File: config.mk
export PLATFORM = sky130hd
export DESIGN_NAME = length_prefixed_frame_splitter_top
export DESIGN_NICKNAME = d
export VERILOG_FILES = /design/src/lpfs_pkg.sv /design/src/lpfs_core.sv /design/src/length_prefixed_frame_splitter_top.sv
export SDC_FILE = /design/constraint.sdc
export NUM_CORES = 1
export LEC_CHECK = 0
export BUFFER_PORTS_ARGS = -buffer_cell sky130_fd_sc_hd__buf_2
export CAP_MARGIN = 40
export CORE_AREA = 2 2 166 168
export CTS_CLUSTER_SIZE = 16
export DETAILED_ROUTE_END_ITERATION = 7
export DIE_AREA = 0 0 168 170
export HOLD_SLACK_MARGIN = 0.03
export PLACE_DENSITY = 0.66
export SLEW_MARGIN = 25
export SYNTH_ARGS = -nofsm -noshare
export SYNTH_HDL_FRONTEND = slang
export SYNTH_HIERARCHICAL = 1
export SYNTH_SLANG_ARGS = --single-unit
export TNS_END_PERCENT = 50
File: constraint.sdc
create_clock -name clk -period 7 [get_ports clk]
set_clock_uncertainty 0.15 [all_clocks]
set_input_delay 1.4 -clock clk [delete_from_list [all_inputs] [get_ports clk]]
set_output_delay 1.4 -clock clk [all_outputs]
set_load 0.01 [all_outputs]
File: src/lpfs_pkg.sv
// Package for the length-prefixed frame splitter.
// Types, codes and sizing constants shared by the core and top level.
`default_nettype none

package lpfs_pkg;

  // Width of the body length counters; a body never exceeds 2^LEN_BITS bytes.
  localparam int LEN_BITS   = 24;
  localparam int HDR_BYTES  = 8;
  localparam int FLD_BYTES  = 4;            // bytes per header length field
  localparam int CNT_W      = 3;            // header byte counter
  localparam int FLD_W      = 8 * FLD_BYTES;
  localparam int CFG_W      = 25;
  localparam int CMP_W      = 33;           // holds 2^LEN_BITS and any cfg value
  localparam logic [CFG_W-1:0] MAX_RESET = CFG_W'(16777216);

  typedef logic [LEN_BITS-1:0] len_t;

  typedef enum logic [1:0] {
    PH_HEADER  = 2'd0,
    PH_PAYLOAD = 2'd1,
    PH_FILE    = 2'd2,
    PH_SKIP    = 2'd3
  } phase_t;

  typedef enum logic [1:0] {
    ST_GOOD      = 2'd0,
    ST_BAD_TOTAL = 2'd1,
    ST_PAY_LONG  = 2'd2
  } status_t;

  localparam logic SEC_PAYLOAD = 1'b0;
  localparam logic SEC_FILE    = 1'b1;

  // One result of the deframer.
  typedef struct packed {
    logic       valid;
    logic [7:0] data;
    logic       byte_valid;
    logic       section;
    logic       section_last;
    logic       frame_end;
    status_t    status;
  } res_t;

endpackage

`default_nettype wire

File: src/lpfs_core.sv
// Deframer state machine: header capture, length checks and body counters.
// Depends on lpfs_pkg. Produces at most one result per accepted byte.
`default_nettype none

module lpfs_core
  import lpfs_pkg::*;
(
  input  wire logic             clk,
  input  wire logic             rst_n,
  input  wire logic             in_fire,
  input  wire logic [7:0]       in_byte,
  input  wire logic [CFG_W-1:0] max_frame,
  output res_t                  res
);

  phase_t               phase_r, phase_nxt;
  logic [CNT_W-1:0]     cnt_r, cnt_nxt;
  logic [FLD_W-1:0]     shift_r, shift_nxt;
  logic [FLD_W-1:0]     total_r, total_nxt;
  logic [FLD_W-1:0]     body_r, body_nxt;     // total - 8, wraps if total < 8
  logic                 lt8_r, lt8_nxt;
  len_t                 pay_left_r, pay_left_nxt;
  len_t                 file_left_r, file_left_nxt;
  len_t                 skip_left_r, skip_left_nxt;

  logic [FLD_W-1:0]     cur_fld;
  logic [FLD_W-1:0]     file_bytes;
  logic [CMP_W-1:0]     cap;
  logic [CMP_W-1:0]     limit;
  logic                 bad_total;

  always_ff @(posedge clk) begin
    if (!rst_n) begin
      phase_r     <= PH_HEADER;
      cnt_r       <= '0;
      shift_r     <= '0;
      total_r     <= '0;
      body_r      <= '0;
      lt8_r       <= 1'b0;
      pay_left_r  <= '0;
      file_left_r <= '0;
      skip_left_r <= '0;
    end else begin
      phase_r     <= phase_nxt;
      cnt_r       <= cnt_nxt;
      shift_r     <= shift_nxt;
      total_r     <= total_nxt;
      body_r      <= body_nxt;
      lt8_r       <= lt8_nxt;
      pay_left_r  <= pay_left_nxt;
      file_left_r <= file_left_nxt;
      skip_left_r <= skip_left_nxt;
    end
  end

  // Field completed by this byte: total on the 4th byte, payload on the 8th.
  assign cur_fld    = {shift_r[FLD_W-9:0], in_byte};
  assign file_bytes = body_r - cur_fld;
  assign cap        = CMP_W'(1) << LEN_BITS;
  assign limit      = (CMP_W'(max_frame) > cap) ? cap : CMP_W'(max_frame);
  assign bad_total  = lt8_r || (CMP_W'(total_r) > limit);

  always_comb begin
    phase_nxt     = phase_r;
    cnt_nxt       = cnt_r;
    shift_nxt     = shift_r;
    total_nxt     = total_r;
    body_nxt      = body_r;
    lt8_nxt       = lt8_r;
    pay_left_nxt  = pay_left_r;
    file_left_nxt = file_left_r;
    skip_left_nxt = skip_left_r;
    res           = '0;

    if (in_fire) begin
      case (phase_r)
        PH_HEADER: begin
          shift_nxt = cur_fld;
          if (cnt_r == CNT_W'(HDR_BYTES - 1)) begin
            cnt_nxt = '0;
            if (bad_total) begin
              res.valid     = 1'b1;
              res.frame_end = 1'b1;
              res.status    = ST_BAD_TOTAL;
            end else if (cur_fld > body_r) begin
              if (body_r == '0) begin
                res.valid     = 1'b1;
                res.frame_end = 1'b1;
                res.status    = ST_PAY_LONG;
              end else begin
                skip_left_nxt = body_r[LEN_BITS-1:0];
                phase_nxt     = PH_SKIP;
              end
            end else begin
              pay_left_nxt  = cur_fld[LEN_BITS-1:0];
              file_left_nxt = file_bytes[LEN_BITS-1:0];
              if (cur_fld != '0) begin
                phase_nxt = PH_PAYLOAD;
              end else if (file_bytes != '0) begin
                phase_nxt = PH_FILE;
              end else begin
                res.valid     = 1'b1;
                res.frame_end = 1'b1;
                res.status    = ST_GOOD;
              end
            end
          end else begin
            cnt_nxt = cnt_r + CNT_W'(1);
            if (cnt_r == CNT_W'(FLD_BYTES - 1)) begin
              total_nxt = cur_fld;
              body_nxt  = cur_fld - FLD_W'(HDR_BYTES);
              lt8_nxt   = cur_fld < FLD_W'(HDR_BYTES);
            end
          end
        end
        PH_PAYLOAD: begin
          pay_left_nxt     = pay_left_r - LEN_BITS'(1);
          res.valid        = 1'b1;
          res.data         = in_byte;
          res.byte_valid   = 1'b1;
          res.section      = SEC_PAYLOAD;
          if (pay_left_r == LEN_BITS'(1)) begin
            res.section_last = 1'b1;
            if (file_left_r != '0) begin
              phase_nxt = PH_FILE;
            end else begin
              res.frame_end = 1'b1;
              phase_nxt     = PH_HEADER;
            end
          end
        end
        PH_FILE: begin
          file_left_nxt    = file_left_r - LEN_BITS'(1);
          res.valid        = 1'b1;
          res.data         = in_byte;
          res.byte_valid   = 1'b1;
          res.section      = SEC_FILE;
          if (file_left_r == LEN_BITS'(1)) begin
            res.section_last = 1'b1;
            res.frame_end    = 1'b1;
            phase_nxt        = PH_HEADER;
          end
        end
        PH_SKIP: begin
          skip_left_nxt = skip_left_r - LEN_BITS'(1);
          if (skip_left_r == LEN_BITS'(1)) begin
            res.valid     = 1'b1;
            res.frame_end = 1'b1;
            res.status    = ST_PAY_LONG;
            phase_nxt     = PH_HEADER;
          end
        end
        default: begin
          phase_nxt = PH_HEADER;
        end
      endcase
    end
  end

endmodule

`default_nettype wire

File: src/length_prefixed_frame_splitter_top.sv
// A result appears on out_* the cycle after its byte is accepted.
// Throughput: one byte per cycle while in_tready is high; each byte costs one counter step or one
// header compare in lpfs_core. in_tready drops only while a result waits in
// the output register and out_tready is low. Reset (rst_n low, synchronous)
// returns to header search, clears all counters, empties the output and sets
// max_frame_bytes to 2^24.
// Top level: stream ports, configuration register, output register.
// Depends on lpfs_pkg and lpfs_core.
`default_nettype none

module length_prefixed_frame_splitter_top
  import lpfs_pkg::*;
(
  input  wire logic             clk,
  input  wire logic             rst_n,
  input  wire logic             in_tvalid,
  output      logic             in_tready,
  input  wire logic [7:0]       in_tdata,   // [7:0] data_byte
  output      logic             out_tvalid,
  input  wire logic             out_tready,
  output      logic [15:0]      out_tdata,  // [7:0] out_byte, [9:8] status
  output      logic [2:0]       out_tuser,  // [0] byte_valid, [1] section, [2] section_last
  output      logic             out_tlast,  // frame_end
  input  wire logic             cfg_valid,
  output      logic             cfg_ready,
  input  wire logic [CFG_W-1:0] cfg_data    // max_frame_bytes
);

  logic [CFG_W-1:0] max_r;
  logic             out_valid_r;
  res_t             res;
  res_t             res_r;
  logic             in_fire;

  assign cfg_ready = 1'b1;
  assign in_tready = !out_valid_r || out_tready;
  assign in_fire   = in_tvalid && in_tready;

  always_ff @(posedge clk) begin
    if (!rst_n) begin
      max_r <= MAX_RESET;
    end else if (cfg_valid) begin
      max_r <= cfg_data;
    end
  end

  lpfs_core u_core (
    .clk       (clk),
    .rst_n     (rst_n),
    .in_fire   (in_fire),
    .in_byte   (in_tdata),
    .max_frame (max_r),
    .res       (res)
  );

  always_ff @(posedge clk) begin
    if (!rst_n) begin
      out_valid_r <= 1'b0;
    end else if (in_fire) begin
      out_valid_r <= res.valid;
    end else if (out_tready) begin
      out_valid_r <= 1'b0;
    end
  end

  // Payload register needs no reset; it loads only when a new result forms.
  always_ff @(posedge clk) begin
    if (in_fire && res.valid) begin
      res_r <= res;
    end
  end

  assign out_tvalid = out_valid_r;
  assign out_tdata  = {6'b0, res_r.status, res_r.data};
  assign out_tuser  = {res_r.section_last, res_r.section, res_r.byte_valid};
  assign out_tlast  = res_r.frame_end;

endmodule

`default_nettype wire

==> run_results.csv <==
group,metric,value,unit
setup_path,timing.critical_path.required,7.06,ns
clocking,post_cts.repair.setup_buffers,0,
yosys,synth_top_area_frac,0.287,
die,floorplan.die.height,170,µm
placed_design,post_dp_hpwl,29300,µm
yosys,yosysSeqAreaShare,0.319,
setup_path,arrival_time_worst_endpoint,5.79,ns
clocking,cts.hold.buffers_added,0,
sta,maxSlewViolCount,0,
clocking,cts_made_buffers,24,
final_layout,layout-drive-gt1-share,0.0952,
yosys,area_leader_netlist,"sky130_fd_sc_hd__dfxtp_1",
final_layout,antennaDiodeCount,0,
sta,final_setup_tns,0,ns
routing,drc_violation_count_after_routing,0,
global_route,grt_pass1_vias,11400,
yosys,synth.avg_cell_area,7.73,µm²
power_and_ir_drop,seqPwrFrac,0.433,
clocking,path_clk_slew,0.06,ns
setup_path,reg2reg_slack,1.72,ns
setup_path,cp_capture_type,"flop",
yosys,synth_warnings,6,
power_and_ir_drop,power.combinational.fraction,0.122,
clocking,cts_max_level,1,
global_route,overflow,0,
yosys,post_synth_inst_count,1706,
die,ioPinCount,61,
global_route,grt_first_pass_wirelength,62900,µm
die,core,26700,µm²
yosys,ys_seq_elements,203,
routing,routed_wirelength,40300,µm
placed_design,place_congestion,1.00,
power_and_ir_drop,pwr-share-clk,0.445,
setup_path,crit_fanout,14,
routing,via_per_inst,6.13,
global_route,grt_antenna_before_repair,1,
sta,min_period,5.73,ns
setup_path,criticalPathCategory,"in2reg",
clocking,post_cts.resized_instances,0,
sta,timing_worst_slew_pin_value,0.785,ns
power_and_ir_drop,power_density,193,nW/µm²
sta,achievable-frequency,175,MHz
status,outcome,"finished clean",
routing,first_pass_iters,7,
final_layout,num-fill-cells,2558,
clocking,clk_latency,0.53,ns
power_and_ir_drop,static-leakage-power,5.82,nW
routing,antenna_violating_nets_post_route,0,
sta,hold_slack,0.306,ns
setup_path,crit_path_start_kind,"input pin",
die,start_util,0.495,
worst_hold_path,worstHoldPathType,"reg2reg",
sta,slew_headroom,0.472,
clocking,clock-root-buffer,"sky130_fd_sc_hd__clkbuf_16",
die,die_width,168,µm
routing,number_of_violations_reported_at_the_end_of_detailed_routing_iteration_0,1059,
flow_run,max_cap_violations,0,
power_and_ir_drop,worst_ir_drop_vdd,0.187,mV
die,die_area,28600,µm²
yosys,netlist_top_cells_area,"sky130_fd_sc_hd__dfxtp_1 (29%), sky130_fd_sc_hd__nand2_1 (8.3%), sky130_fd_sc_hd__ha_1 (6.8%), sky130_fd_sc_hd__a21oi_1 (5.5%), sky130_fd_sc_hd__edfxtp_1 (3.2%)",
sta,final.period_utilization,0.818,
clocking,cts_sinks,203,
sta,report.final.setup_viol,0,
die,rows,60,
power_and_ir_drop,internal-power,2.05,mW
yosys,syn-cell-area,13200,µm²
yosys,synth-edff-count,14,
routing,routed-via-count,12700,
power_and_ir_drop,netSwitchingPower,743,µW
power_and_ir_drop,switching_share,0.266,
global_route,groute.usage.overall,0.275,
sta,final-hold-violation-count,0,
sta,unrepaired_setup_endpoints_after_global_routing,"false",
yosys,postSynth.asyncResetShare,0,
clocking,ctsLongestPathBuffers,3,
routing,drt-wirelength-per-cell,19.5,µm
clocking,tritoncts,"yes",
yosys,synth_cell_type_count,92,
global_route,maximum_number_of_pins_on_one_net_before_global_route_repair,83,
final_layout,flow.area_growth_from_synthesis,9.34,%
yosys,synthFlopType,"sky130_fd_sc_hd__dfxtp_1",
final_layout,nets_finish,1817,
placed_design,io_buf_count,53,
synth_stat cells (29+ instances only):
| cell | number |
|---|---|
| sky130_fd_sc_hd__o21ai_0 | 71 |
| sky130_fd_sc_hd__o22ai_1 | 31 |
| sky130_fd_sc_hd__xnor2_1 | 29 |
| sky130_fd_sc_hd__nor3_1 | 42 |
| sky130_fd_sc_hd__inv_1 | 71 |
| sky130_fd_sc_hd__nor2b_1 | 33 |
| sky130_fd_sc_hd__ha_1 | 72 |
| sky130_fd_sc_hd__nor4_1 | 31 |
| sky130_fd_sc_hd__nand2_1 | 292 |
| sky130_fd_sc_hd__nor2_1 | 106 |
| sky130_fd_sc_hd__nand3_1 | 45 |
| sky130_fd_sc_hd__or3_1 | 31 |
| sky130_fd_sc_hd__mux2i_1 | 41 |
| sky130_fd_sc_hd__a21oi_1 | 146 |
| sky130_fd_sc_hd__dfxtp_1 | 189 |
| sky130_fd_sc_hd__clkbuf_1 | 65 |
power by group through the flow:
stage / Combinational (mW) / Sequential, mW / Clock [mW]
final: 0.340 / 1.21 / 1.24
after floorplan: 0.246 / 1.22 / 0
after global routing: 0.371 / 1.21 / 1.31
after global placement: 0.329 / 1.23 / 0
after CTS: 0.334 / 1.21 / 1.26
after detailed placement: 0.331 / 1.23 / 0
flip-flops by register name, summed over array words and instances (netlist names):
register            cells
u_core/lt8_r            1
u_core/skip_left_r     24
u_core/body_r          29
u_core/shift_r         24
u_core/total_r         32
u_core/file_left_r     24
out_tvalid              1
out_tdata              10
u_core/cnt_r            3
u_core/phase_r          2
out_tlast               1
u_core/pay_left_r      24
max_r                  25
out_tuser               3
stage by stage:
stage                     utilization  total power [mW]  worst slack (ns)  instances  instance area [µm²]
after floorplan                     -              1.47              1.01       1711                13200
after global placement          0.506              1.56             0.942       2013                13500
after detailed placement        0.510              1.56             0.827       2017                13600
after CTS                       0.539              2.80              1.36       2059                14400
after global routing            0.541              2.89             0.993       2063                14400
final                           0.541              2.79              1.27       2063                14400
final timing paths:
path	from	cells after the start	to
setup / recovery	in_tdata[7]	16	out_tdata[5]$_DFFE_PP_
setup reg to reg	max_r[0]$_SDFFE_PN0P_	17	u_core/skip_left_r[0]$_SDFFE_PN0P_
hold reg to reg	u_core/total_r[30]$_SDFFE_PN0P_	2	u_core/total_r[30]$_SDFFE_PN0P_
hold / removal	u_core/total_r[30]$_SDFFE_PN0P_	2	u_core/total_r[30]$_SDFFE_PN0P_
area by class of cell:
cell class / count / area, µm² / share of cell area
inverters: 73 / 277 / 0.0192
flip-flops and latches: 203 / 4200 / 0.291
clock inverters: 7 / 66.3 / 0.00460
multi-input cells: 1330 / 8230 / 0.570
repair buffers: 74 / 513 / 0.0356
well taps: 341 / 427 / 0.0296
clock buffers: 35 / 713 / 0.0494
logic make-up after synthesis:
group                      count (synthesis)  synth area share
AOI/OAI and AO/OA                        476             0.238
xor gates and xnor gates                  33            0.0219
adders and majority gates                 73            0.0698
buffers and inverters                    178            0.0602
DFF                                      203             0.319
muxes                                     47            0.0362
other                                      2          0.000569
and+or+nand+nor                          694             0.255
routing by layer:
layer	up-vias	global-route usage	wire length, µm
li1	6179	-	-
met5	-	0	13
met4	2	0.0832	1100
met3	65	0.0379	2520
met2	413	0.450	18400
met1	5993	0.378	18300
cell usage in the layout (no fill, tap or decap), types with 28 or more instances in the layout:
cell type / instances
sky130_fd_sc_hd__ha_1: 70
sky130_fd_sc_hd__nor2_1: 106
sky130_fd_sc_hd__xnor2_1: 29
sky130_fd_sc_hd__or3_1: 31
sky130_fd_sc_hd__o21ai_0: 71
sky130_fd_sc_hd__inv_1: 70
sky130_fd_sc_hd__nand3_1: 45
sky130_fd_sc_hd__dfxtp_1: 189
sky130_fd_sc_hd__nor2b_1: 33
sky130_fd_sc_hd__nor4_1: 31
sky130_fd_sc_hd__nor3_1: 42
sky130_fd_sc_hd__buf_2: 53
sky130_fd_sc_hd__nand2_1: 291
sky130_fd_sc_hd__mux2i_1: 41
sky130_fd_sc_hd__a211oi_1: 28
sky130_fd_sc_hd__a21oi_1: 146
sky130_fd_sc_hd__o22ai_1: 31
worst max-delay path, cell delays in order:
cell                       delay (ns)
sky130_fd_sc_hd__buf_2           0.19
sky130_fd_sc_hd__inv_1           0.12
sky130_fd_sc_hd__ha_1            0.43
sky130_fd_sc_hd__a21oi_1         0.44
sky130_fd_sc_hd__nand2_1         0.20
sky130_fd_sc_hd__o211a_1         0.29
sky130_fd_sc_hd__o211a_1         0.25
sky130_fd_sc_hd__o21ai_0         0.31
sky130_fd_sc_hd__mux2_2          0.38
sky130_fd_sc_hd__or4_1           0.53
sky130_fd_sc_hd__nor4_2          0.44
sky130_fd_sc_hd__o221ai_1        0.22
sky130_fd_sc_hd__nor2_1          0.15
sky130_fd_sc_hd__nand2_1         0.08
sky130_fd_sc_hd__nor2b_1         0.11
sky130_fd_sc_hd__buf_4           0.23
Power figures use the tool's default switching activity.
